<file path="config.mk">
export PLATFORM = sky130hd
export DESIGN_NAME = asnf_dist
export DESIGN_NICKNAME = d
export VERILOG_FILES = /design/src/hdl/asnf_pkg.sv /design/src/hdl/asnf_dist.sv
export SDC_FILE = /design/constraint.sdc
export NUM_CORES = 2
export LEC_CHECK = 0
export ABC_AREA = 1
export BUFFER_PORTS_ARGS = -buffer_cell sky130_fd_sc_hd__buf_4
export CAP_MARGIN = 20
export CORE_ASPECT_RATIO = 0.9
export CORE_MARGIN = 1.5
export CORE_UTILIZATION = 35
export CTS_BUF_LIST = sky130_fd_sc_hd__clkbuf_4 sky130_fd_sc_hd__clkbuf_8
export CTS_CLUSTER_SIZE = 25
export DETAILED_ROUTE_END_ITERATION = 10
export PLACE_DENSITY = 0.61
export SETUP_SLACK_MARGIN = 0.4
export SLEW_MARGIN = 20
export SYNTH_ARGS = -nofsm -noshare
export SYNTH_HDL_FRONTEND = slang
export SYNTH_SLANG_ARGS = --single-unit
</file>
<file path="constraint.sdc">
create_clock -name clock -period 13.1 [get_ports clock]
set_input_delay 0 -clock clock [delete_from_list [all_inputs] [get_ports clock]]
set_output_delay 0 -clock clock [all_outputs]
set_load 0.01 [all_outputs]
</file>
<file path="src/hdl/asnf_pkg.sv">
// ----------------------------------------------------------------------------
// asnf_pkg
// Shared types and fixed constants of the axial straw neighbour finder.
// ----------------------------------------------------------------------------
package asnf_pkg;

   // Configuration port
   localparam int CSR_IDX_W  = 2;
   localparam int CSR_DATA_W = 38;

   localparam logic [CSR_IDX_W-1:0] CSR_STRAW_COUNT = 2'd0;
   localparam logic [CSR_IDX_W-1:0] CSR_MAX_DIST    = 2'd1;
   localparam logic [CSR_IDX_W-1:0] CSR_AXIAL_TOL   = 2'd2;

   // Register widths and reset values
   localparam int CFG_COUNT_W = 14;
   localparam int DIST_W      = 38;
   localparam int TOL_W       = 21;

   localparam logic [CFG_COUNT_W-1:0] RST_STRAW_COUNT = 14'd8192;
   localparam logic [DIST_W-1:0]      RST_MAX_DIST    = 38'd1153434;
   localparam logic [TOL_W-1:0]       RST_AXIAL_TOL   = 21'd10;

   // Wire direction z, units 2^-20, and unity in an extended signed width
   localparam int DIR_W = 22;
   localparam logic signed [DIR_W+1:0] DIR_ONE = 24'sd1048576;

   // Item function codes
   localparam logic FUNC_LOAD  = 1'b0;
   localparam logic FUNC_QUERY = 1'b1;

   // Tag carried alongside a straw through the distance pipeline
   typedef struct packed {
      logic valid;
      logic flag;
   } asnf_tag_type;

endpackage

</file>
<file path="src/hdl/asnf_dist.sv">
// ----------------------------------------------------------------------------
// asnf_dist
// Distance pipeline: absolute xy differences, squares, then a sum compared
// against the squared distance limit. Two register stages.
// ----------------------------------------------------------------------------
module asnf_dist
   import asnf_pkg::*;
#(
   parameter int POS_WIDTH = 18,
   parameter int TAG_W     = 13
) (
   input  logic                        clock,
   input  logic                        reset,
   input  logic                        flush,
   input  asnf_tag_type                in_tag,      // flag = skip this straw
   input  logic [TAG_W-1:0]            in_slot,
   input  logic signed [POS_WIDTH-1:0] query_x,
   input  logic signed [POS_WIDTH-1:0] query_y,
   input  logic signed [POS_WIDTH-1:0] straw_x,
   input  logic signed [POS_WIDTH-1:0] straw_y,
   input  logic [DIST_W-1:0]           dist_limit,
   output asnf_tag_type                out_tag,     // flag = neighbour hit
   output logic [TAG_W-1:0]            out_slot,
   output logic                        pipe_busy
);

   localparam int DIFF_W = POS_WIDTH + 1;
   localparam int SQ_W   = 2 * DIFF_W;
   localparam int SUM_W  = SQ_W + 1;
   localparam int CMP_W  = (SUM_W > DIST_W) ? SUM_W : DIST_W;

   logic signed [DIFF_W-1:0] dx, dy;
   logic [DIFF_W-1:0]        ax_in, ay_in;
   logic [DIFF_W-1:0]        ax_ff, ay_ff;
   logic                     v1_ff, skip1_ff;
   logic [TAG_W-1:0]         slot1_ff;
   logic [SQ_W-1:0]          sqx_ff, sqy_ff;
   logic                     v2_ff, skip2_ff;
   logic [TAG_W-1:0]         slot2_ff;
   logic [SUM_W-1:0]         sum;

   // stage 1: absolute differences
   always_comb begin
      dx    = DIFF_W'(straw_x) - DIFF_W'(query_x);
      dy    = DIFF_W'(straw_y) - DIFF_W'(query_y);
      ax_in = dx[DIFF_W-1] ? DIFF_W'(-dx) : DIFF_W'(dx);
      ay_in = dy[DIFF_W-1] ? DIFF_W'(-dy) : DIFF_W'(dy);
   end

   always_ff @(posedge clock) begin
      if (reset) begin
         v1_ff <= 1'b0;
         v2_ff <= 1'b0;
      end else begin
         v1_ff <= in_tag.valid && !flush;
         v2_ff <= v1_ff && !flush;
      end
   end

   always_ff @(posedge clock) begin
      ax_ff    <= ax_in;
      ay_ff    <= ay_in;
      skip1_ff <= in_tag.flag;
      slot1_ff <= in_slot;
      // stage 2: squares
      sqx_ff   <= ax_ff * ax_ff;
      sqy_ff   <= ay_ff * ay_ff;
      skip2_ff <= skip1_ff;
      slot2_ff <= slot1_ff;
   end

   // sum and limit compare
   always_comb begin
      sum          = SUM_W'(sqx_ff) + SUM_W'(sqy_ff);
      out_tag.valid = v2_ff;
      out_tag.flag  = !skip2_ff && (CMP_W'(sum) <= CMP_W'(dist_limit));
   end

   assign out_slot  = slot2_ff;
   assign pipe_busy = v1_ff || v2_ff;

endmodule

</file>
[Word-level counts from Yosys, hierarchy flattened]
Index checks and enable logic that the tools add are counted.
Word-level totals
  bits in registers: 144
  memories: 0
  input bits: 128
  memory bits (read-only): 0
  output and inout bits: 16
  word-level logic and storage cells: 28
  memory bits (writable): 0
  latch bits: 0
Operators by class
  bitwise gates (word level): 0
  reduce and logical (&&, ||, !) cells: 6
  multiplexer cells: 2
  shift operators: 0
  $add $sub $neg: 5
  equality and inequality tests: 0
  order comparisons: 1
  multipliers: 2
  div/mod/pow operators: 0
Operators with widths (number)
  multiplier 19 x 19 -> 38 bit: 2
  adder 38 x 38 -> 39 bit: 1
  less-or-equal comparator 39 x 38 -> 1 bit: 1
  negation 19 bit: 2
  subtractor 18 x 18 -> 19 bit: 2
  two-way mux 18 bit: 2
  logical AND 1 bit: 3
  logical NOT 1 bit: 2
  logical OR 1 bit: 1

[Depth between registers and ports, before layout]
  word-level depth: 3
  gate-level depth with buffers: 28
  depth with buffers taken out: 26

[Worst setup path after synthesis]
No wires, ideal clock.
  path type: register -> register
  from: register ay_ff[7]
  to: register sqy_ff[25]
  data required time: 12.973 ns
  data arrival time: 5.487 ns
  library setup time: 0.127 ns
  path buffers: 2
  period minus slack after synthesis: 5.613 ns
  cell stages (with the launch flop): 24
  slack: 7.487 ns
  path through: dfxtp_1 clkbuf_1 buf_1 nand2_1 fa_1 inv_1 fa_1 inv_1 fa_1 inv_1 fa_1 fa_1 inv_1 fa_1 inv_1 ha_1 nand2_1 nand2_1 a21oi_1 a21boi_0 nand2_1 a21oi_1 o21ai_0 xor2_1
On the way
  word-level cells in the longest chain between the ends: 1
RTL lines
  start, declared: RTL line asnf_dist.sv:34  | logic [DIFF_W-1:0] ax_ff, ay_ff;
  start signal, assigned: RTL line asnf_dist.sv:62  | ay_ff <= ay_in;
  multiplier 19 x 19 -> 38 bit: RTL line asnf_dist.sv:67  | sqy_ff <= ay_ff * ay_ff;
  end signal, assigned: RTL line asnf_dist.sv:67
  end, declared: RTL line asnf_dist.sv:37  | logic [SQ_W-1:0] sqx_ff, sqy_ff;
Every way passes these cells.
A chain may end at the register's enable or synchronous reset.

[Final worst setup path]
  from: register ax_ff[7]
  to: register sqx_ff[36]
On the way
  word-level cells in the longest chain between the ends: 1
RTL lines
  start, declared: RTL line asnf_dist.sv:34
  start signal, assigned: RTL line asnf_dist.sv:61  | ax_ff <= ax_in;
  multiplier 19 x 19 -> 38 bit: RTL line asnf_dist.sv:66  | sqx_ff <= ax_ff * ax_ff;
  end signal, assigned: RTL line asnf_dist.sv:66
  end, declared: RTL line asnf_dist.sv:37
Every way passes these cells.

==> reports/results.ini <==
[yosys]
synth_area_mm2=0.0305
ys_ff_latch=142
yosysUniqueCellTypes=45
synth-seq-area-share_pct=9.32
synthArstFlopShare_pct=0
synthCells=4022
synth_ff_type=dfxtp_1
synth_fp_nets=5007
avgSynthCellArea_um2=7.58
synth_warnings=0
synth_edf_count=0

[sta]
rsz0062_at_grt=false
setup_violations=0
hold_viol=0
tightest_slew_ns=1.04
finalClockSkew_ns=0.0169
maxSlewViolCount=0
max_clock_freq_mhz=155
min_period_ns=6.44
timing.slew.headroom_pct=30.7
post-route-period-util_pct=49.1
fin_tns_setup_ns=0

[final_layout]
syn_to_final_growth_pct=9.51
layout.nets=5120
drive_gt1_share_pct=6.00
final_cell_mix=inv_1 (1142), nand2_1 (879), fa_1 (498)
layout_commonest_cell=inv_1

[detailed_routing]
dr.pass1.iters=7
vias_per_cell=4.58
met1_length_mm=35.5
drcViolationCount=0
wl_met3_mm=4.33
dr.first_iter.drc_count=1424
wire_per_inst_um=13.8
ant_nets=0
wl_met2_mm=32.1
top_layer=met5
drt_wl_total_mm=73.2
num_vias=24200

[clocking]
cts_root_buffer=clkbuf_8
cts_resized=0
clockBufferDepth=2
cts_tree=yes
clk_latency_ns=0.54
clk_pin_slew_ns=0.09
h-tree-depth=4
cts_buffers=17
hold_buffers=33
cts_sinks=142
post-cts-setup-buffers=0

[worst_setup_path]
worst_ep_required_time_ns=13.53
cp_max_fo=20
arrival_ns=6.87
cp-start-kind=flip-flop
cp-end-kind=flip-flop
crit_type=reg2reg

[die]
rows=102
core_mm2=0.0861
ios=144
die_h_um=283
start_util_pct=35.4
die_x_um=314
die_area_mm2=0.0889

[run]
timing.max_cap.violations=0

[grt]
grt_max_degree=24
grt_overflow=0
grtUsageTotal_pct=17.1
antenna_found_initial=2
first_global_vias=24400
grt_pass1_wl_mm=123

[place]
gp_congestion=0.939
portBuffers=143
dp_hpwl_mm=63.2

[outcome]
status=complete, no violations

[worst_hold_path]
hold_path_class=in2reg

[state kept, by name, summed over array words and instances, names as in the netlist]
| name | flops |
|---|---|
| ax_ff | 19 |
| ay_ff | 19 |
| out_slot | 13 |
| skip1_ff | 1 |
| skip2_ff | 1 |
| slot1_ff | 13 |
| sqx_ff | 37 |
| sqy_ff | 37 |
| v1_ff | 1 |
| v2_ff | 1 |
[cell type report]
class | instances | area, um2
Antenna cell | 1 | 2.50
Clock buffer | 21 | 289
Multi-Input combinational cell | 2642 | 23000
Fill cell | 8970 | 52700
Clock inverter | 10 | 113
Sequential cell | 142 | 2840
Inverter | 1155 | 4340
Timing Repair Buffer | 177 | 1410
Tap cell | 1144 | 1430
[synthesized netlist by cell type, types with 15 or more instances]
cell / n / area [um2]
inv_1: 1142 / 4290
nand2_1: 879 / 3300
fa_1: 498 / 9970
ha_1: 359 / 4490
nor2_1: 192 / 721
a21oi_1: 159 / 796
dfxtp_1: 142 / 2840
nand3_1: 122 / 611
xor2_1: 106 / 928
o21ai_0: 74 / 370
clkbuf_1: 56 / 210
xnor2_1: 38 / 333
nand2_2: 30 / 188
nand4_1: 26 / 163
nor3_1: 23 / 115
a21o_1: 22 / 165
buf_1: 22 / 82.6
o21bai_1: 21 / 158
a31oi_1: 15 / 93.8
[layer usage]
layer  up-vias  global-route usage [%]
met5         -                       0
met4         2                    4.43
met3        57                    2.71
met2       521                    26.2
met1     11600                    25.0
li1      12100                       -
[worst max-delay path, cell delays in order (launching register included)]
cell	delay, ns
dfxtp_1	1.01
nand2_1	0.26
fa_1	0.59
inv_1	0.05
fa_1	0.49
inv_1	0.05
fa_1	0.53
inv_1	0.05
fa_1	0.40
fa_1	0.51
inv_1	0.05
fa_1	0.47
inv_1	0.04
ha_1	0.39
nand2_1	0.15
nor4_1	0.68
nand2_1	0.11
nand3_1	0.21
nand3_1	0.13
nand3_1	0.11
nand2_1	0.05
[final timing paths]
path	startpoint	to	slack, ns	cells after the start
max	ax_ff[7]	sqx_ff[36]	6.66	20
min	straw_y[16]	ay_ff[16]	0.05	6
max reg2reg	ax_ff[7]	sqx_ff[36]	6.66	20
min reg2reg	slot1_ff[4]	out_slot[4]	0.33	0
[stage by stage]
stage	instances	hold slack [ns]	setup WS, ns	utilization [%]	instance area (um2)
final	5292	0.0543	6.66	38.8	33400
after global routing	5292	0.0666	6.23	38.8	33400
after CTS	5291	0.00141	6.75	38.8	33400
after detailed placement	5227	0.105	6.77	37.9	32700
after global placement	5227	0.104	6.71	37.9	32700
after floorplan	4022	0.0277	7.49	-	30500
[logic make-up (layout without fill, tap and decap cells)]
family	count (synthesis)	in the layout	share of synthesized area, %
flops	142	142	9.32
compound gates	325	325	6.02
buf+inv	1238	1363	15.3
fa+ha+maj	857	857	47.4
xor+xnor	144	144	4.13
other cells	0	1	0
simple gates	1316	1316	17.8
Power is not shown: default switching activity piles up to over one toggle a cycle in this logic, so the estimate is an artifact.
